### src/hw/rtl/nmea_line_framer_top_macros.svh
// ----------------------------------------------------------------------------
// nmea line framer assertion macros
// concurrent checks on the rising clock edge, off while reset is low
// ----------------------------------------------------------------------------
`ifndef NMEA_LINE_FRAMER_TOP_MACROS_SVH
`define NMEA_LINE_FRAMER_TOP_MACROS_SVH

`ifndef SYNTH
// same-cycle implication
`define NLF_ASSERT_IMP(lbl, ante, cons) \
    lbl: assert property (@(posedge i_clk) disable iff (!i_rst_n) (ante) |-> (cons)) \
        else $error("nlf same-cycle check failed");
// next-cycle implication
`define NLF_ASSERT_NXT(lbl, ante, cons) \
    lbl: assert property (@(posedge i_clk) disable iff (!i_rst_n) (ante) |=> (cons)) \
        else $error("nlf next-cycle check failed");
`else
`define NLF_ASSERT_IMP(lbl, ante, cons)
`define NLF_ASSERT_NXT(lbl, ante, cons)
`endif

`endif

### src/hw/rtl/nlf_pkg.sv
// ----------------------------------------------------------------------------
// nlf_pkg
// shared types and character codes of the nmea line framer
// ----------------------------------------------------------------------------
package nlf_pkg;

    typedef enum logic [1:0] {
        ACT_RX   = 2'd0,
        ACT_READ = 2'd1,
        ACT_TAKE = 2'd2
    } t_action;

    localparam logic [7:0] CH_DOLLAR = 8'h24;
    localparam logic [7:0] CH_LF     = 8'h0A;
    localparam logic [7:0] CH_CR     = 8'h0D;

    // result fields known when the request is accepted
    typedef struct packed {
        logic       is_read;
        logic       ok;
        logic [6:0] copy_length;
        logic       line_waiting;
    } t_meta;

    // framer state visible to the top level
    typedef struct packed {
        logic ready_flag;
        logic in_line;
        logic overflowed;
    } t_status;

    // occupancy of the two result stages
    typedef struct packed {
        logic a_valid;
        logic b_valid;
    } t_pipe;

endpackage

### src/hw/rtl/nlf_line_ram.sv
// ----------------------------------------------------------------------------
// nlf_line_ram
// two line banks in one memory, one write and one registered read per cycle
// ----------------------------------------------------------------------------
module nlf_line_ram #(
    parameter int AW = 7
) (
    input  logic          i_clk,
    input  logic          i_we,
    input  logic [AW:0]   i_waddr,
    input  logic [7:0]    i_wdata,
    input  logic          i_re,
    input  logic [AW:0]   i_raddr,
    output logic [7:0]    o_rdata
);

    localparam int Depth = 2 ** (AW + 1);

    logic [7:0] r_mem [0:Depth-1];
    logic [7:0] r_rdata;

    always_ff @(posedge i_clk) begin
        if (i_we) begin
            r_mem[i_waddr] <= i_wdata;
        end
    end

    always_ff @(posedge i_clk) begin
        if (i_re) begin
            r_rdata <= r_mem[i_raddr];
        end
    end

    assign o_rdata = r_rdata;

endmodule

### src/hw/rtl/nlf_framer.sv
// ----------------------------------------------------------------------------
// nlf_framer
// line assembly state, bank swap and request decode
// ----------------------------------------------------------------------------
module nlf_framer import nlf_pkg::*; #(
    parameter int LINE_SIZE = 128
) (
    input  logic                          i_clk,
    input  logic                          i_rst_n,
    input  logic                          i_acc,
    input  logic [1:0]                    i_action,
    input  logic [7:0]                    i_rx_data,
    input  logic [6:0]                    i_read_index,
    input  logic [7:0]                    i_take_size,
    output logic                          o_mem_we,
    output logic [$clog2(LINE_SIZE):0]    o_mem_waddr,
    output logic [7:0]                    o_mem_wdata,
    output logic                          o_mem_re,
    output logic [$clog2(LINE_SIZE):0]    o_mem_raddr,
    output t_meta                         o_meta,
    output t_status                       o_status
);

    localparam int LW = $clog2(LINE_SIZE);
    localparam int CW = (LW > 7) ? LW : 7;
    localparam int SW = (LW + 1 > 8) ? LW + 1 : 8;

    logic [LW-1:0] r_asm_len, n_asm_len;
    logic [LW-1:0] r_rdy_len, n_rdy_len;
    logic          r_rdy_flag, n_rdy_flag;
    logic          r_in_line, n_in_line;
    logic          r_ovf, n_ovf;
    logic          r_rdy_bank, n_rdy_bank;

    logic [CW-1:0] idx_ext;
    logic          rd_ok;
    logic [SW-1:0] size_ext;
    logic [SW-1:0] size_sat;
    logic [SW-1:0] len_s;
    logic [SW-1:0] take_n;
    logic          we;
    logic [LW-1:0] waddr_lo;
    logic          re;

    assign idx_ext  = CW'(i_read_index);
    assign rd_ok    = idx_ext < CW'(r_rdy_len);
    assign size_ext = SW'(i_take_size);
    assign size_sat = (size_ext > SW'(LINE_SIZE)) ? SW'(LINE_SIZE) : size_ext;
    assign len_s    = SW'(r_rdy_len);
    assign take_n   = (len_s >= size_sat) ? size_sat - SW'(1) : len_s;

    always_comb begin
        n_asm_len  = r_asm_len;
        n_rdy_len  = r_rdy_len;
        n_rdy_flag = r_rdy_flag;
        n_in_line  = r_in_line;
        n_ovf      = r_ovf;
        n_rdy_bank = r_rdy_bank;
        we         = 1'b0;
        waddr_lo   = r_asm_len;
        re         = 1'b0;
        o_meta.is_read     = 1'b0;
        o_meta.ok          = 1'b0;
        o_meta.copy_length = 7'(r_rdy_len);
        case (t_action'(i_action))
            ACT_RX: begin
                if (i_rx_data == CH_DOLLAR) begin
                    // dollar restarts the line at entry zero
                    n_in_line = 1'b1;
                    n_ovf     = 1'b0;
                    we        = 1'b1;
                    waddr_lo  = '0;
                    n_asm_len = LW'(1);
                end else if (r_in_line) begin
                    if (i_rx_data == CH_LF) begin
                        if (!r_ovf && r_asm_len != '0 && !r_rdy_flag) begin
                            // hand the assembled bank over to the reader
                            n_rdy_len  = r_asm_len;
                            n_rdy_flag = 1'b1;
                            n_rdy_bank = ~r_rdy_bank;
                        end
                        n_in_line = 1'b0;
                        n_ovf     = 1'b0;
                        n_asm_len = '0;
                    end else if (i_rx_data != CH_CR) begin
                        if (r_asm_len < LW'(LINE_SIZE - 1)) begin
                            we        = 1'b1;
                            n_asm_len = r_asm_len + LW'(1);
                        end else begin
                            n_ovf = 1'b1;
                        end
                    end
                end
                // length as it stands after this byte
                o_meta.copy_length = 7'(n_rdy_len);
            end
            ACT_READ: begin
                re             = 1'b1;
                o_meta.is_read = 1'b1;
                o_meta.ok      = rd_ok;
            end
            ACT_TAKE: begin
                o_meta.copy_length = '0;
                if (size_sat != '0 && r_rdy_flag) begin
                    o_meta.copy_length = 7'(take_n);
                    o_meta.ok          = 1'b1;
                    n_rdy_flag         = 1'b0;
                    n_rdy_len          = '0;
                end
            end
            default: begin
            end
        endcase
        o_meta.line_waiting = n_rdy_flag;
    end

    always_ff @(posedge i_clk) begin
        if (!i_rst_n) begin
            r_asm_len  <= '0;
            r_rdy_len  <= '0;
            r_rdy_flag <= 1'b0;
            r_in_line  <= 1'b0;
            r_ovf      <= 1'b0;
            r_rdy_bank <= 1'b0;
        end else if (i_acc) begin
            r_asm_len  <= n_asm_len;
            r_rdy_len  <= n_rdy_len;
            r_rdy_flag <= n_rdy_flag;
            r_in_line  <= n_in_line;
            r_ovf      <= n_ovf;
            r_rdy_bank <= n_rdy_bank;
        end
    end

    // assembly bank is always the one the reader does not own
    assign o_mem_we    = we && i_acc;
    assign o_mem_waddr = {~r_rdy_bank, waddr_lo};
    assign o_mem_wdata = i_rx_data;
    assign o_mem_re    = re && i_acc;
    assign o_mem_raddr = {r_rdy_bank, idx_ext[LW-1:0]};

    assign o_status.ready_flag = r_rdy_flag;
    assign o_status.in_line    = r_in_line;
    assign o_status.overflowed = r_ovf;

endmodule

### src/hw/rtl/nlf_out_stage.sv
// ----------------------------------------------------------------------------
// nlf_out_stage
// memory read stage followed by the output register, with skid behavior
// ----------------------------------------------------------------------------
module nlf_out_stage import nlf_pkg::*; (
    input  logic        i_clk,
    input  logic        i_rst_n,
    input  logic        i_acc,
    input  t_meta       i_meta,
    input  logic [7:0]  i_rdata,
    output logic        o_in_ready,
    output logic        o_tvalid,
    input  logic        i_tready,
    output logic [23:0] o_tdata,
    output t_pipe       o_pipe
);

    logic        r_a_valid;
    t_meta       r_a_meta;
    logic        r_b_valid;
    logic [23:0] r_b_data;
    logic        adv;
    logic [7:0]  data_byte;

    assign adv        = r_a_valid && (!r_b_valid || i_tready);
    assign o_in_ready = !r_a_valid || adv;
    assign data_byte  = (r_a_meta.is_read && r_a_meta.ok) ? i_rdata : 8'd0;

    always_ff @(posedge i_clk) begin
        if (!i_rst_n) begin
            r_a_valid <= 1'b0;
            r_b_valid <= 1'b0;
        end else begin
            if (i_acc) begin
                r_a_valid <= 1'b1;
            end else if (adv) begin
                r_a_valid <= 1'b0;
            end
            if (adv) begin
                r_b_valid <= 1'b1;
            end else if (i_tready) begin
                r_b_valid <= 1'b0;
            end
        end
    end

    always_ff @(posedge i_clk) begin
        if (i_acc) begin
            r_a_meta <= i_meta;
        end
        if (adv) begin
            r_b_data <= {7'd0, r_a_meta.line_waiting, r_a_meta.copy_length,
                         data_byte, r_a_meta.ok};
        end
    end

    assign o_tvalid       = r_b_valid;
    assign o_tdata        = r_b_data;
    assign o_pipe.a_valid = r_a_valid;
    assign o_pipe.b_valid = r_b_valid;

endmodule

### src/hw/rtl/nmea_line_framer_top.sv
// ----------------------------------------------------------------------------
// nmea_line_framer_top
// assembles dollar-started text lines from received bytes into a ready line
// ----------------------------------------------------------------------------
// usage: each request on the slave stream carries its kind in tuser: a
// received byte, a read of one ready-line byte by index, or a take of the
// ready line. every request gives exactly one result on the master stream.
// lines live in one memory holding two banks; ending a good line swaps the
// bank roles, so no copy takes place. a request enters on every cycle the
// slave side is ready; its result goes through the registered memory
// read with the read stage, then through the output register.
// throughput is one request per cycle while the receiver does not stall,
// set by the single write and single read access the memory takes per
// cycle. when the receiver stalls, one more request is accepted into the
// read stage; then tready drops until the output register drains. reset
// clears the line state and both result stages; memory is not cleared.
// ----------------------------------------------------------------------------
`include "nmea_line_framer_top_macros.svh"

module nmea_line_framer_top import nlf_pkg::*; #(
    parameter int LINE_SIZE = 128
) (
    input  logic        i_clk,
    input  logic        i_rst_n,
    input  logic        i_s_axis_tvalid,
    output logic        o_s_axis_tready,
    // tdata: rx_data[7:0], read_index[14:8], take_size[22:15], zero [23]
    input  logic [23:0] i_s_axis_tdata,
    // tuser: action[1:0]
    input  logic [1:0]  i_s_axis_tuser,
    output logic        o_m_axis_tvalid,
    input  logic        i_m_axis_tready,
    // tdata: ok[0], data_byte[8:1], copy_length[15:9], line_waiting[16], zero [23:17]
    output logic [23:0] o_m_axis_tdata
);

    localparam int LW = $clog2(LINE_SIZE);

    logic          w_acc;
    logic          w_in_ready;
    logic          w_we;
    logic [LW:0]   w_waddr;
    logic [7:0]    w_wdata;
    logic          w_re;
    logic [LW:0]   w_raddr;
    logic [7:0]    w_rdata;
    t_meta         w_meta;
    t_status       w_status;
    t_pipe         w_pipe;

    assign w_acc           = i_s_axis_tvalid && w_in_ready;
    assign o_s_axis_tready = w_in_ready;

    nlf_framer #(
        .LINE_SIZE (LINE_SIZE)
    ) u_framer (
        .i_clk        (i_clk),
        .i_rst_n      (i_rst_n),
        .i_acc        (w_acc),
        .i_action     (i_s_axis_tuser),
        .i_rx_data    (i_s_axis_tdata[7:0]),
        .i_read_index (i_s_axis_tdata[14:8]),
        .i_take_size  (i_s_axis_tdata[22:15]),
        .o_mem_we     (w_we),
        .o_mem_waddr  (w_waddr),
        .o_mem_wdata  (w_wdata),
        .o_mem_re     (w_re),
        .o_mem_raddr  (w_raddr),
        .o_meta       (w_meta),
        .o_status     (w_status)
    );

    nlf_line_ram #(
        .AW (LW)
    ) u_ram (
        .i_clk   (i_clk),
        .i_we    (w_we),
        .i_waddr (w_waddr),
        .i_wdata (w_wdata),
        .i_re    (w_re),
        .i_raddr (w_raddr),
        .o_rdata (w_rdata)
    );

    nlf_out_stage u_out (
        .i_clk      (i_clk),
        .i_rst_n    (i_rst_n),
        .i_acc      (w_acc),
        .i_meta     (w_meta),
        .i_rdata    (w_rdata),
        .o_in_ready (w_in_ready),
        .o_tvalid   (o_m_axis_tvalid),
        .i_tready   (i_m_axis_tready),
        .o_tdata    (o_m_axis_tdata),
        .o_pipe     (w_pipe)
    );

    // read stage only holds a request while the output register is full
    `NLF_ASSERT_NXT(a_skid_order, w_pipe.a_valid && !w_pipe.b_valid, w_pipe.b_valid)
    // overflow mark never outlives its line
    `NLF_ASSERT_IMP(a_ovf_in_line, !w_status.in_line, !w_status.overflowed)
    // a take with a line waiting and a nonzero size always frees the line
    `NLF_ASSERT_NXT(a_take_clears, w_acc && i_s_axis_tuser == ACT_TAKE && w_status.ready_flag && i_s_axis_tdata[22:15] != 8'd0, !w_status.ready_flag)

endmodule

### config.mk
export PLATFORM = sky130hd
export DESIGN_NAME = nmea_line_framer_top
export DESIGN_NICKNAME = d
export VERILOG_FILES = /design/src/hw/rtl/nlf_pkg.sv /design/src/hw/rtl/nlf_line_ram.sv /design/src/hw/rtl/nlf_framer.sv /design/src/hw/rtl/nlf_out_stage.sv /design/src/hw/rtl/nmea_line_framer_top.sv
export VERILOG_INCLUDE_DIRS = /design/src /design/src/hw/rtl
export SDC_FILE = /design/constraint.sdc
export NUM_CORES = 2
export LEC_CHECK = 0
export BUFFER_PORTS_ARGS = -buffer_cell sky130_fd_sc_hd__buf_2
export CAP_MARGIN = 10
export CORE_AREA = 3 3 304 425
export CTS_CLUSTER_SIZE = 8
export DETAILED_ROUTE_END_ITERATION = 6
export DIE_AREA = 0 0 307 428
export GPL_ROUTABILITY_DRIVEN = 1
export PLACE_DENSITY = 0.81
export REMOVE_ABC_BUFFERS = 1
export SYNTH_ARGS = -nofsm -noshare
export SYNTH_HDL_FRONTEND = slang
export SYNTH_SLANG_ARGS = --single-unit
### constraint.sdc
create_clock -name i_clk -period 5.4 [get_ports i_clk]
set_input_delay 0.54 -clock i_clk [delete_from_list [all_inputs] [get_ports i_clk]]
set_output_delay 0.54 -clock i_clk [all_outputs]
set_load 0.02 [all_outputs]
# Word-level counts from Yosys, hierarchy flattened
# Memory sizes are Yosys's and may differ from the RTL's. A register that Yosys moved wholly into a read port is not among the register bits.
# Cells that the tools add are included.
# word_totals
reg_bits,47
ram_bits,2048
out_inout_bits,26
word_cells,103
memories,1
# classes
addsub,2
magnitude_cmp,4
eq_ne,7
muxes,45
bitwise,2
reduce_logical,28
# mem_list
name,words,word_bits,rd,rd_ports_with_merged_regs,write_ports,line_no,text
u_ram.r_mem,256,8,1,1,1,nlf_line_ram.sv:19,logic [7:0] r_mem [0:Depth-1];
# ops
operator,n
7-bit two-way mux,13
7-bit one-hot mux with 2 select lines,2
1-bit two-way mux,26
8-bit two-way mux,2
5-bit AND reduction,2
8-bit by 4-bit equality test with 1-bit output (second input constant),1
8-bit by 6-bit equality test with 1-bit output (second input constant),1
7-bit by 8-bit greater-or-equal comparator with 1-bit output,1
8-bit greater-than comparator (second input constant),1
1-bit logical AND,8
8-bit by 4-bit != test with 1-bit output (second input constant),1
2-bit nonzero test,4
8-bit nonzero test,1
7-bit by 1-bit adder with 7-bit output (second input constant),1
7-bit less-than comparator,1
7-bit less-than comparator (second input constant),1
7-bit nonzero test,1
7-bit by 1-bit subtractor with 7-bit output (second input constant),1
6-bit AND reduction,1
3-bit nonzero test,2
1-bit zero test,4
1-bit one-hot mux with 2 select lines,2
3-bit by 1-bit != test with 1-bit output (second input constant),1
3-bit AND reduction,1
other kinds (7),9

# Logic depth before layout (Yosys ltp)
# logic_depth
word_depth,10
ltp_mapped,11
depth_no_buf,11

# Cells and area by module
# A second synthesis with hierarchy kept.
# hier_totals
cells_unflattened,4031
area_unflattened_um2,82635.5
# by_module_without_submodules
module,n_inst,cells_each,area_per_inst_um2,seq_area_each_um2
nlf_line_ram,1,3733,79636.4,61739.2
nlf_framer,1,244,1979.4,360.3
nlf_out_stage,1,53,1013.5,850.8
nmea_line_framer_top,1,1,6.3,0.0

# Least setup slack after synthesis
# OpenSTA, ideal clock, no wires.
# synth_path
path_kind,in2reg
startpoint,input i_m_axis_tready
endpoint,"memory u_ram.r_mem[103][0], enable pin"
setup_ns,0.370
arrival_ns,2.537
required_time_ns,5.030
slack_ns,2.493
cell_stages,8
path_buffers,1
cell_sequence,nand3b_1 -> nand3_1 -> nor4b_1 -> nand2_1 -> nor3_1 -> nand3_1 -> buf_4 -> nor2_1
# synth_via
elab_chain_len,7
# synth_lines
element,line_no,text
"start, declared",nmea_line_framer_top.sv:32,"input logic i_m_axis_tready,"
1-bit logical OR,nlf_out_stage.sv:25,assign adv = r_a_valid && (!r_b_valid || i_tready);
1-bit logical AND,nlf_out_stage.sv:25,
1-bit logical OR,nlf_out_stage.sv:26,assign o_in_ready = !r_a_valid || adv;
1-bit logical AND,nmea_line_framer_top.sv:51,assign w_acc = i_s_axis_tvalid && w_in_ready;
1-bit logical AND,nlf_framer.sv:136,assign o_mem_we = we && i_acc;
1-bit two-way mux,nlf_line_ram.sv:23,if (i_we) begin
1-bit two-way mux (not written as such),nlf_line_ram.sv:24,r_mem[i_waddr] <= i_wdata;
"end, declared",nlf_line_ram.sv:19,
# Every way passes these cells.

# Worst setup path in the final report
# layout_path
startpoint,register u_framer.r_asm_len[2]
endpoint,"memory u_ram.r_mem[52][0], enable pin"
# layout_via
elab_chain_len,10
# layout_lines
element,line_no,text
"start, declared",nlf_framer.sv:28,"logic [LW-1:0] r_asm_len, n_asm_len;"
"start signal, assigned",nlf_framer.sv:126,r_asm_len <= n_asm_len;
7-bit less-than comparator,nlf_framer.sv:86,if (r_asm_len < LW'(LINE_SIZE - 1)) begin
1-bit two-way mux,nlf_framer.sv:86,
1-bit two-way mux,nlf_framer.sv:85,end else if (i_rx_data != CH_CR) begin
1-bit two-way mux,nlf_framer.sv:75,if (i_rx_data == CH_LF) begin
1-bit two-way mux,nlf_framer.sv:74,end else if (r_in_line) begin
1-bit two-way mux,nlf_framer.sv:67,if (i_rx_data == CH_DOLLAR) begin
1-bit two-way mux,nlf_framer.sv:65,case (t_action'(i_action))
1-bit logical AND,nlf_framer.sv:136,
1-bit two-way mux,nlf_line_ram.sv:23,
1-bit two-way mux (not written as such),nlf_line_ram.sv:24,
# Parallel ways exist; a longest one is shown, timed or not.

==> results.ini <==
[status]
status=finished clean

[sta]
layout_min_cycle_time_ns=4.81
slew_headroom_pct=13.5
skew_ns=0.0379
finalSetupTns_ns=0
grt_setup_unrepaired=no
tightestPinTransition_ns=1.30
finalCritPeriodShare_pct=89.1
fmax_mhz=208
hold_viol=0
finalSetupViolations=0
final-max-slew-violation-count=0

[yosys]
synth-seq-cells=2103
yosys.area_share.simple_pct=3.07
synth_cell_types=61
syn-instance-count=3912
synth-compound-area-share_pct=3.18
avgSynthCellArea_sq_um=20.8
synth_top_family_by_area=multiplexers
synthArstFlopShare_pct=0
syn-cell-area_sq_um=81500
muxShareOfSynthArea_pct=14.6
yosysSeqAreaShare_pct=77.2
synth_fa_ha_area_share_pct=0.307
synth_edf_count=2083
synth-xor-area-share_pct=0.107
synth_ff_type=edfxtp_1
yosysWarnings=0

[detailed_routing]
wl_mm=226
ant_nets=0
vias=45000
vias_per_cell=7.66
dr.pass1.iters=6
drt-wirelength-per-cell_um=38.5
drt_iter0_drc=8136
drc=0

[clocking]
clkLatencyLatePin_ns=0.90
clk_pin_slew_ns=0.06
clockBufferDepth=4
htreeDepth=5
tritoncts=yes
numCtsBuffers=312
root_buffer=clkbuf_16
cts.sinks=2103
post-cts-setup-buffer-count=0

[power_and_ir_drop]
powerDensity_nw_per_um2=397
swShare_pct=20.8
p_int_mw=28.9
ir_drop_v=0.000268
pwr-share-seq_pct=49.3
p_clk_share_pct=46.7
p_leak_nw=29.0
p_switching_mw=7.61
pwr-share-comb_pct=4.0

[critical_path]
ff2ff_path_depth=7
critPathMaxStageDelay_ns=1.03
worst-r2r-setup-slack_ns=0.59
worst_ep_required_time_ns=5.91
cpMostUsedCell=nand2_1
worst_r2r_endpoint=u_ram.r_mem[52][0]
critical_path_peak_fanout=16
end_kind=flop
reg2reg_from=u_framer.r_asm_len[2]
path_cells=nand2_1 > o31ai_1 > nor4b_1 > nand2_1 > nor3_1 > nand2_2 > nor2_1
worst-path-buf-inv=0
critPathArrivalTime_ns=5.32
slowest_stage=nor2_1
critPathKind=reg2reg
critPathTopFamily=simple AND/OR/NAND/NOR gates
cp-start-kind=flop

[layout]
drive_gt1_share_pct=24.8
area_delta_synth_final_pct=13.1
nNetsFinal=4235
layoutNonFillerInstCount=5865
final_area_sq_um=92200

[global_routing]
grtUsageMet1_pct=43.3
grt.busiest_layer=met2
met3_usage_pct=10.8
antenna_found_initial=16
grt.total_usage_pct=35.0
overflow=0
grt_pass1_vias=45800
grt_pass1_wl_mm=327
use_met2_pct=54.9
grt_max_degree=229

[job]
maxCapViolCount=0

[placement]
dp_hpwl_mm=112
portBuffers=47
place_inst=5506
place_congestion=0.935
post_dp_cell_area_sq_um=83900

[hold_path]
min_to=u_out.o_tvalid
holdPathStages=3
hp-start=i_m_axis_tready
min_path_type=in2reg

[die]
start_util_pct=64.8
core-area_sq_um=126000
design.die.area_sq_um=131000
rows=154
fp.dieW_um=307
ioPinCount=56
die_h_um=428

## synthesized netlist by cell type (44+ instances only)
| cell | number | area [sq um] |
|---|---|---|
| a221oi_1 | 56 | 490 |
| a22oi_1 | 55 | 413 |
| buf_2 | 73 | 365 |
| buf_4 | 44 | 330 |
| clkbuf_1 | 94 | 353 |
| edfxtp_1 | 2083 | 62500 |
| mux2_2 | 64 | 721 |
| mux2i_1 | 72 | 721 |
| mux4_2 | 465 | 10500 |
| nand2_1 | 107 | 402 |
| nor2_1 | 323 | 1210 |
| o22ai_1 | 80 | 500 |
## power groups by stage
stage	registers [mW]	clock network (mW)	logic, mW
6_report	18.0	17.1	1.47
5_1_grt	18.0	17.7	1.51
4_1_cts	18.0	17.0	1.42
3_5_place_dp	18.3	0	1.36
3_3_place_gp	18.3	0	1.32
2_1_floorplan	18.3	0	0.567
## logic make-up after synthesis
| family | after synthesis |
|---|---|
| DFF | 2103 |
| muxes | 601 |
| and+or+nand+nor | 567 |
| AOI/OAI and AO/OA | 360 |
| buffers and inverters | 250 |
| adders and majority gates | 20 |
| xor gates and xnor gates | 10 |
| other | 1 |
## per-stage QoR
stage / hold WS, ns / setup slack (ns) / util, % / power (mW)
2_1_floorplan: 0.400 / 1.70 / - / 18.9
3_3_place_gp: 0.400 / 0.894 / 66.7 / 19.6
3_5_place_dp: 0.409 / 0.836 / 66.7 / 19.7
4_1_cts: 0.00321 / 0.843 / 73.2 / 36.5
5_1_grt: 0.0256 / 0.630 / 73.2 / 37.2
6_report: 0.0396 / 0.590 / 73.3 / 36.5
## sequential cells by signal, indices dropped and copies added, names as in the netlist
name / cells
u_framer.r_ovf: 1
u_framer.r_asm_len: 7
u_framer.r_rdy_len: 7
u_out.o_tvalid: 1
u_ram.r_mem: 2048
u_out.r_a_meta: 10
u_framer.r_in_line: 1
u_ram.o_rdata: 8
u_framer.r_rdy_flag: 1
u_out.o_tdata: 17
u_framer.r_rdy_bank: 1
u_out.r_a_valid: 1
## worst max path at each step
| stage | startpoint | end | slack, ns | cells after the start |
|---|---|---|---|---|
| after floorplan | i_s_axis_tdata[10] | u_ram.o_rdata[0] | 1.70 | 6 |
| after global routing | u_framer.r_asm_len[2] | u_ram.r_mem[164][4] | 0.63 | 7 |
| after detailed placement | i_s_axis_tdata[7] | u_ram.r_mem[4][2] | 0.84 | 8 |
| after CTS | u_framer.r_asm_len[2] | u_ram.r_mem[52][5] | 0.84 | 7 |
| after global placement | i_s_axis_tdata[7] | u_ram.r_mem[164][4] | 0.89 | 8 |
| final | u_framer.r_asm_len[2] | u_ram.r_mem[52][0] | 0.59 | 7 |
## placed cells by master (no fill, tap or decap), types with 10 or more instances in the layout
cell and instances:
buf_4 105, nand3_1 17, a22o_1 23, a221oi_1 56, diode_2 15, inv_1 19, a31oi_1 40, buf_12 12
dfxtp_1 20, mux2_2 64, clkbuf_16 323, conb_1 23, mux2i_1 72, mux4_2 465, edfxtp_1 2083, and3_1 26
nand2_1 101, nor2_1 321, o211ai_1 16, nand2b_1 19, ha_1 20, nand4_1 11, buf_2 36, clkbuf_1 14
nor4_1 10, nor3_1 12, o22ai_1 80, a211oi_1 25, o21ai_0 30, a22oi_1 55
## final cells by class
class | instances | area, sq um
inverters | 21 | 78.8
diodes | 15 | 37.5
fillers | 6030 | 33700
clock buffers | 337 | 8140
multi-input cells | 1581 | 17500
repair buffers | 166 | 1380
flip-flops and latches | 2103 | 63000
well taps | 1638 | 2050
clock inverters | 4 | 35.0
## metal layers
layer | share of wire (%) | wire length (um) | vias to the layer above
met2 | 48 | 109000 | 4665
met3 | 13 | 29500 | 1134
met1 | 31 | 69200 | 22500
li1 | - | - | 16700
met4 | 7.9 | 17800 | 10
met5 | 0.032 | 73 | -
## tightest hold or removal path, stage by stage
cell and delay, ns:
buf_2 0.09, nor2b_1 0.07, o21a_1 0.17
## repair_timing
action | 4_1_cts | 5_1_grt
resized for setup | 0 | 0
hold buffers | 3 | 0
endpoints found under the hold margin | 5 | 0
Note: power is estimated with default switching activity, not from simulation.
